<file path="config.mk">
export PLATFORM = sky130hd
export DESIGN_NAME = stable_min_priority_queue
export DESIGN_NICKNAME = d
export VERILOG_FILES = /design/src/rtl/smpq_pkg.sv /design/src/rtl/smpq_cell.sv /design/src/rtl/stable_min_priority_queue.sv
export SDC_FILE = /design/constraint.sdc
export NUM_CORES = 2
export LEC_CHECK = 0
export ABC_AREA = 1
export BUFFER_PORTS_ARGS = -buffer_cell sky130_fd_sc_hd__buf_2
export CAP_MARGIN = 20
export CORE_ASPECT_RATIO = 2
export CORE_MARGIN = 2
export CORE_UTILIZATION = 35
export CTS_BUF_LIST = sky130_fd_sc_hd__clkbuf_4 sky130_fd_sc_hd__clkbuf_8
export CTS_CLUSTER_SIZE = 30
export DETAILED_ROUTE_END_ITERATION = 6
export PLACE_DENSITY_LB_ADDON = 0.25
export SLEW_MARGIN = 20
export SYNTH_ARGS = -nofsm -noshare
export SYNTH_HDL_FRONTEND = slang
export SYNTH_HIERARCHICAL = 1
export SYNTH_SLANG_ARGS = --single-unit
</file>
<file path="constraint.sdc">
create_clock -name clock -period 12.51 [get_ports clock]
set_input_delay 2.502 -clock clock [delete_from_list [all_inputs] [get_ports clock]]
set_output_delay 2.502 -clock clock [all_outputs]
set_load 0.01 [all_outputs]
</file>
<file path="src/rtl/smpq_pkg.sv">
// Shared types and codes for the sorted priority queue.
// Holds the request and response transaction structs and the opcode/status codes.
// No dependencies.
`timescale 1ns / 1ps

package smpq_pkg;

   typedef enum logic {
      OP_ENQUEUE = 1'b0,
      OP_DEQUEUE = 1'b1
   } opcode_type;

   typedef enum logic [1:0] {
      ST_ENQUEUED = 2'd0,
      ST_DEQUEUED = 2'd1,
      ST_EMPTY    = 2'd2,
      ST_FULL     = 2'd3
   } status_type;

   localparam int VALUE_BITS     = 32;
   localparam int PRIO_IN_BITS   = 8;
   localparam int OCC_BITS       = 5;

   localparam logic signed [VALUE_BITS-1:0] EMPTY_VALUE = -32'sd1;

   typedef struct packed {
      opcode_type                     opcode;
      logic signed [VALUE_BITS-1:0]   entry_value;
      logic [PRIO_IN_BITS-1:0]        entry_priority;
   } req_type;

   typedef struct packed {
      logic signed [VALUE_BITS-1:0]   result_value;
      status_type                     status;
      logic [OCC_BITS-1:0]            occupancy;
   } rsp_type;

endpackage

</file>
<file path="src/rtl/smpq_cell.sv">
// One slot of the sorted queue: a data word and a priority.
// Compares its priority with the incoming one and shifts with its neighbors.
// Depends on smpq_pkg for the data width.
`timescale 1ns / 1ps

module smpq_cell #(
   parameter int INDEX         = 0,
   parameter int COUNT_BITS    = 5,
   parameter int PRIORITY_BITS = 8
) (
   input  logic                                    clock,
   input  logic                                    enq_en,
   input  logic                                    deq_en,
   input  logic [COUNT_BITS-1:0]                   count,
   input  logic signed [smpq_pkg::VALUE_BITS-1:0]  new_value,
   input  logic [PRIORITY_BITS-1:0]                new_priority,
   input  logic                                    prev_gt,
   input  logic signed [smpq_pkg::VALUE_BITS-1:0]  prev_value,
   input  logic [PRIORITY_BITS-1:0]                prev_priority,
   input  logic signed [smpq_pkg::VALUE_BITS-1:0]  next_value,
   input  logic [PRIORITY_BITS-1:0]                next_priority,
   output logic                                    gt,
   output logic signed [smpq_pkg::VALUE_BITS-1:0]  value,
   output logic [PRIORITY_BITS-1:0]                priority_out
);

   logic signed [smpq_pkg::VALUE_BITS-1:0] value_ff, value_in;
   logic [PRIORITY_BITS-1:0]               prio_ff, prio_in;
   logic                                   occupied;

   // slot holds a live entry when its index is below the fill count
   assign occupied = (count > COUNT_BITS'(INDEX));
   assign gt       = occupied && (prio_ff > new_priority);

   always_comb begin
      value_in = value_ff;
      prio_in  = prio_ff;
      if (enq_en) begin
         if (prev_gt) begin
            // make room: take the entry from the lower slot
            value_in = prev_value;
            prio_in  = prev_priority;
         end else if (gt || !occupied) begin
            value_in = new_value;
            prio_in  = new_priority;
         end
      end else if (deq_en) begin
         // advance toward the front
         value_in = next_value;
         prio_in  = next_priority;
      end
   end

   always_ff @(posedge clock) begin
      value_ff <= value_in;
      prio_ff  <= prio_in;
   end

   assign value        = value_ff;
   assign priority_out = prio_ff;

endmodule

</file>
<file path="src/rtl/stable_min_priority_queue.sv">
// Top level of the sorted priority queue: a row of smpq_cell slots,
// the fill counter and the response register. Depends on smpq_pkg and smpq_cell.
//
// Usage:
//   Drive req_data and raise start; the transaction is taken at the rising
//   edge where start is high and busy is low. busy stays low, so one
//   transaction is taken every cycle.
//   Enqueue places the entry behind every stored entry of lower or equal
//   priority; dequeue returns the front entry (smallest priority value).
//   Each transaction yields one response on rsp_data, marked by rsp_strobe
//   for exactly one cycle, in the cycle after acceptance (throughput 1
//   per cycle). All slots compare against the new priority in parallel and
//   shift with their neighbors in the cycle of acceptance.
//   The receiver cannot stall; a response not taken in its cycle is lost.
//   Dequeue on an empty queue returns -1 with the empty status; enqueue on a
//   full queue is dropped with the full status.
//   Synchronous reset empties the queue and clears the response strobe.
`timescale 1ns / 1ps

module stable_min_priority_queue #(
   parameter int CAPACITY      = 16,
   parameter int PRIORITY_BITS = 8
) (
   input  logic              clock,
   input  logic              reset,
   input  logic              start,
   output logic              busy,
   input  smpq_pkg::req_type req_data,
   output logic              rsp_strobe,
   output smpq_pkg::rsp_type rsp_data
);

   localparam int COUNT_BITS = $clog2(CAPACITY + 1);

   logic [COUNT_BITS-1:0]  count_ff, count_in;
   logic                   strobe_ff, strobe_in;
   smpq_pkg::rsp_type      rsp_ff, rsp_in;

   logic                   accept;
   logic                   is_full;
   logic                   is_empty;
   logic                   enq_en;
   logic                   deq_en;
   logic [PRIORITY_BITS-1:0] new_priority;

   logic                                   gt_w    [CAPACITY];
   logic signed [smpq_pkg::VALUE_BITS-1:0] value_w [CAPACITY];
   logic [PRIORITY_BITS-1:0]               prio_w  [CAPACITY];

   assign busy         = 1'b0;
   assign accept       = start && !busy;
   assign is_full      = (count_ff == COUNT_BITS'(CAPACITY));
   assign is_empty     = (count_ff == '0);
   assign new_priority = PRIORITY_BITS'(req_data.entry_priority);
   assign enq_en = accept && (req_data.opcode == smpq_pkg::OP_ENQUEUE) && !is_full;
   assign deq_en = accept && (req_data.opcode == smpq_pkg::OP_DEQUEUE) && !is_empty;

   genvar i;
   generate
      for (i = 0; i < CAPACITY; i++) begin : g_cell
         logic                                   prev_gt;
         logic signed [smpq_pkg::VALUE_BITS-1:0] prev_value, next_value;
         logic [PRIORITY_BITS-1:0]               prev_prio, next_prio;

         if (i == 0) begin : g_first
            assign prev_gt    = 1'b0;
            assign prev_value = req_data.entry_value;
            assign prev_prio  = new_priority;
         end else begin : g_mid
            assign prev_gt    = gt_w[i-1];
            assign prev_value = value_w[i-1];
            assign prev_prio  = prio_w[i-1];
         end

         if (i == CAPACITY - 1) begin : g_last
            assign next_value = value_w[i];
            assign next_prio  = prio_w[i];
         end else begin : g_inner
            assign next_value = value_w[i+1];
            assign next_prio  = prio_w[i+1];
         end

         smpq_cell #(
            .INDEX         (i),
            .COUNT_BITS    (COUNT_BITS),
            .PRIORITY_BITS (PRIORITY_BITS)
         ) u_cell (
            .clock         (clock),
            .enq_en        (enq_en),
            .deq_en        (deq_en),
            .count         (count_ff),
            .new_value     (req_data.entry_value),
            .new_priority  (new_priority),
            .prev_gt       (prev_gt),
            .prev_value    (prev_value),
            .prev_priority (prev_prio),
            .next_value    (next_value),
            .next_priority (next_prio),
            .gt            (gt_w[i]),
            .value         (value_w[i]),
            .priority_out  (prio_w[i])
         );
      end
   endgenerate

   always_comb begin
      count_in  = count_ff;
      strobe_in = accept;
      rsp_in    = rsp_ff;
      if (accept) begin
         if (req_data.opcode == smpq_pkg::OP_ENQUEUE) begin
            rsp_in.result_value = '0;
            if (is_full) begin
               rsp_in.status = smpq_pkg::ST_FULL;
            end else begin
               count_in      = count_ff + COUNT_BITS'(1);
               rsp_in.status = smpq_pkg::ST_ENQUEUED;
            end
         end else begin
            if (is_empty) begin
               rsp_in.result_value = smpq_pkg::EMPTY_VALUE;
               rsp_in.status       = smpq_pkg::ST_EMPTY;
            end else begin
               count_in            = count_ff - COUNT_BITS'(1);
               rsp_in.result_value = value_w[0];
               rsp_in.status       = smpq_pkg::ST_DEQUEUED;
            end
         end
         rsp_in.occupancy = smpq_pkg::OCC_BITS'(count_in);
      end
   end

   always_ff @(posedge clock) begin
      if (reset) begin
         count_ff  <= '0;
         strobe_ff <= 1'b0;
      end else begin
         count_ff  <= count_in;
         strobe_ff <= strobe_in;
      end
   end

   always_ff @(posedge clock) begin
      rsp_ff <= rsp_in;
   end

   assign rsp_strobe = strobe_ff;
   assign rsp_data   = rsp_ff;

endmodule
</file>
==> out/results.txt <==
status: completed
CP endpoint: g_cell[13].u_cell/value[14]
Pleak: 0.01662 µW
fillers: 11157
Register-to-Register Path Depth: 12
share of cells above drive strength 1: 11.87%
Clock H-tree levels: 3
HP Class: flip-flop to flip-flop
Detailed Place HPWL: 75950 µm
ratio of final minimum period to clock period: 48.98%
WL/cell: 18.23 µm
Final Slew Violations: 0
Area growth syn-to-layout: 7.609%
Post CTS Setup Buffer Count: 0
post-layout minimum cycle time: 6128 ps
via/cell ratio: 5.141
worst-path fanout max: 134
final core occ: 38.00%
initial antenna violation count: 5
Power Total: 6079 µW
Worst EP arrival: 6740 ps
worst flop-to-flop path startpoint: count_ff[0]
CP startpoint: req_data[40]
clock-pin slew on the worst setup and hold paths: 70 ps
GPL Wtd Cong: 0.7883
CTS tree: yes
Std-Cell Core Area: 111000 µm²
DRT Pass-1 Iters: 5
RSZ-0062 raised after global routing: false
total CTS buffers: 102
chip width: 240.7 µm
Max-Cap Viols: 0
Post-Route WL: 108000 µm
largest net degree at the start of global routing: 175
vias: 30448
post-route ant nets: 0
setup violators final: 0
clk root buf: clkbuf_8
register-to-register setup slack: 7000 ps
Syn Inst Count: 4391
crit start category: input pin
All-Layer GR Usage: 18.73%
footprint of the multi-input gates: 15830 µm²
crit path kind: input pin to flip-flop
sequential cell area: 20510 µm²
Skew-Pair Late Insertion Delay: 790 ps
Die ar.: 114900 µm²
setup TNS: 0 ps
Final Hold Viols: 0
vias in the first global route: 30775
total grt overflow: 0
Slew @ Worst Pin: 1101 ps
yosys warns: 6
Die Y: 477.4 µm
Hold-fix buffers, CTS: 0
Rel. slew slack: 26.62%
Peak Freq: 163.2 MHz
CTS Buffer Depth: 3
Post-Syn Area: 39220 µm²
Worst setup EP type: flip-flop
Initial Util: 35.32%
Final Skew: 35.44 ps
Worst Path Required: 13130 ps
reg2reg end: g_cell[13].u_cell/value[14]
Iteration-0 DRC Markers: 2412
row cnt: 173
PostCTS Resize Cnt: 0
IO Count: 85
peak supply drop: 0.00007836 V
Final #Nets: 4535
PD cells: 144.0 nW/µm²
clock net sink count: 685
DRC viols: 0
first-pass GRT wire length: 172200 µm
Syn Area/Cell: 8.931 µm²
Buffers on Ports: 83
==> critical path: stages <==
cell and delay, ps:
buf_2 140, inv_2 450, nand2_1 110, inv_1 90
nand2_1 120, inv_8 590, buf_4 710, buf_6 710
buf_4 740, o21ai_0 190, o21ai_1 190
==> report_power, final <==
part / switching (µW) / internal, µW
logic: 796 / 334
clock network: 918 / 975
registers: 157 / 2900
==> worst min path at each step <==
stage | from | cells past startpoint | endpoint
after global routing | g_cell[8].u_cell/value[7] | 2 | g_cell[7].u_cell/value[7]
final | g_cell[8].u_cell/value[10] | 2 | g_cell[7].u_cell/value[10]
after global placement | g_cell[8].u_cell/value[31] | 2 | g_cell[7].u_cell/value[31]
after CTS | g_cell[8].u_cell/value[10] | 2 | g_cell[7].u_cell/value[10]
after floorplan | g_cell[12].u_cell/value[31] | 2 | g_cell[11].u_cell/value[31]
after detailed placement | g_cell[7].u_cell/value[23] | 2 | g_cell[6].u_cell/value[23]
==> state kept, by name, indices dropped and copies added (netlist names) <==
name	count
count_ff	5
g_cell.u_cell/priority_out	128
g_cell.u_cell/value	512
rsp_data	39
rsp_strobe	1
==> metal layers <==
metal	global-route usage (%)	part of all wire, %	up-vias
met5	0	0	-
met4	5.672	2.3	0
met3	2.485	4.1	142
met2	35.59	54	735
met1	21.31	40	14618
li1	-	-	14953
==> cell type report <==
type	instances	area share [%]
timing repair buffer	145	2.126
tap	1487	4.409
inverter	274	2.550
sequential	685	48.60
clock inverter	35	0.6730
multi-input combinational	3153	37.51
clock buffer	141	4.109
antenna	3	0.01779
==> cells in the final DEF (no fill, tap or decap), types with 8 or more instances in the layout <==
master and count:
edfxtp_1 679, clkinv_1 18, nor3_1 10, a31oi_2 61, a21oi_4 17, a21o_1 17
o21ai_0 367, o21ai_1 354, buf_4 60, nor2_1 698, a31oi_1 221, clkbuf_4 33
inv_2 11, nand2_2 103, nand3_1 15, buf_2 83, ha_1 130, nor2_2 12
clkbuf_8 108, nand4_1 21, inv_1 255, a21oi_1 71, nand2_1 1036, clkinv_2 8
==> through the flow <==
stage	area, µm²	setup WS (ps)	std cells	hold WS (ps)
after global routing	42200	5993	5921	564.1
final	42200	6382	5923	539.2
after CTS	42190	6237	5920	544.2
after global placement	40170	5431	5744	537.9
after floorplan	39220	6200	4392	525.8
after detailed placement	40170	5375	5744	550.3
No activity file was read; power rests on OpenSTA's default activity.
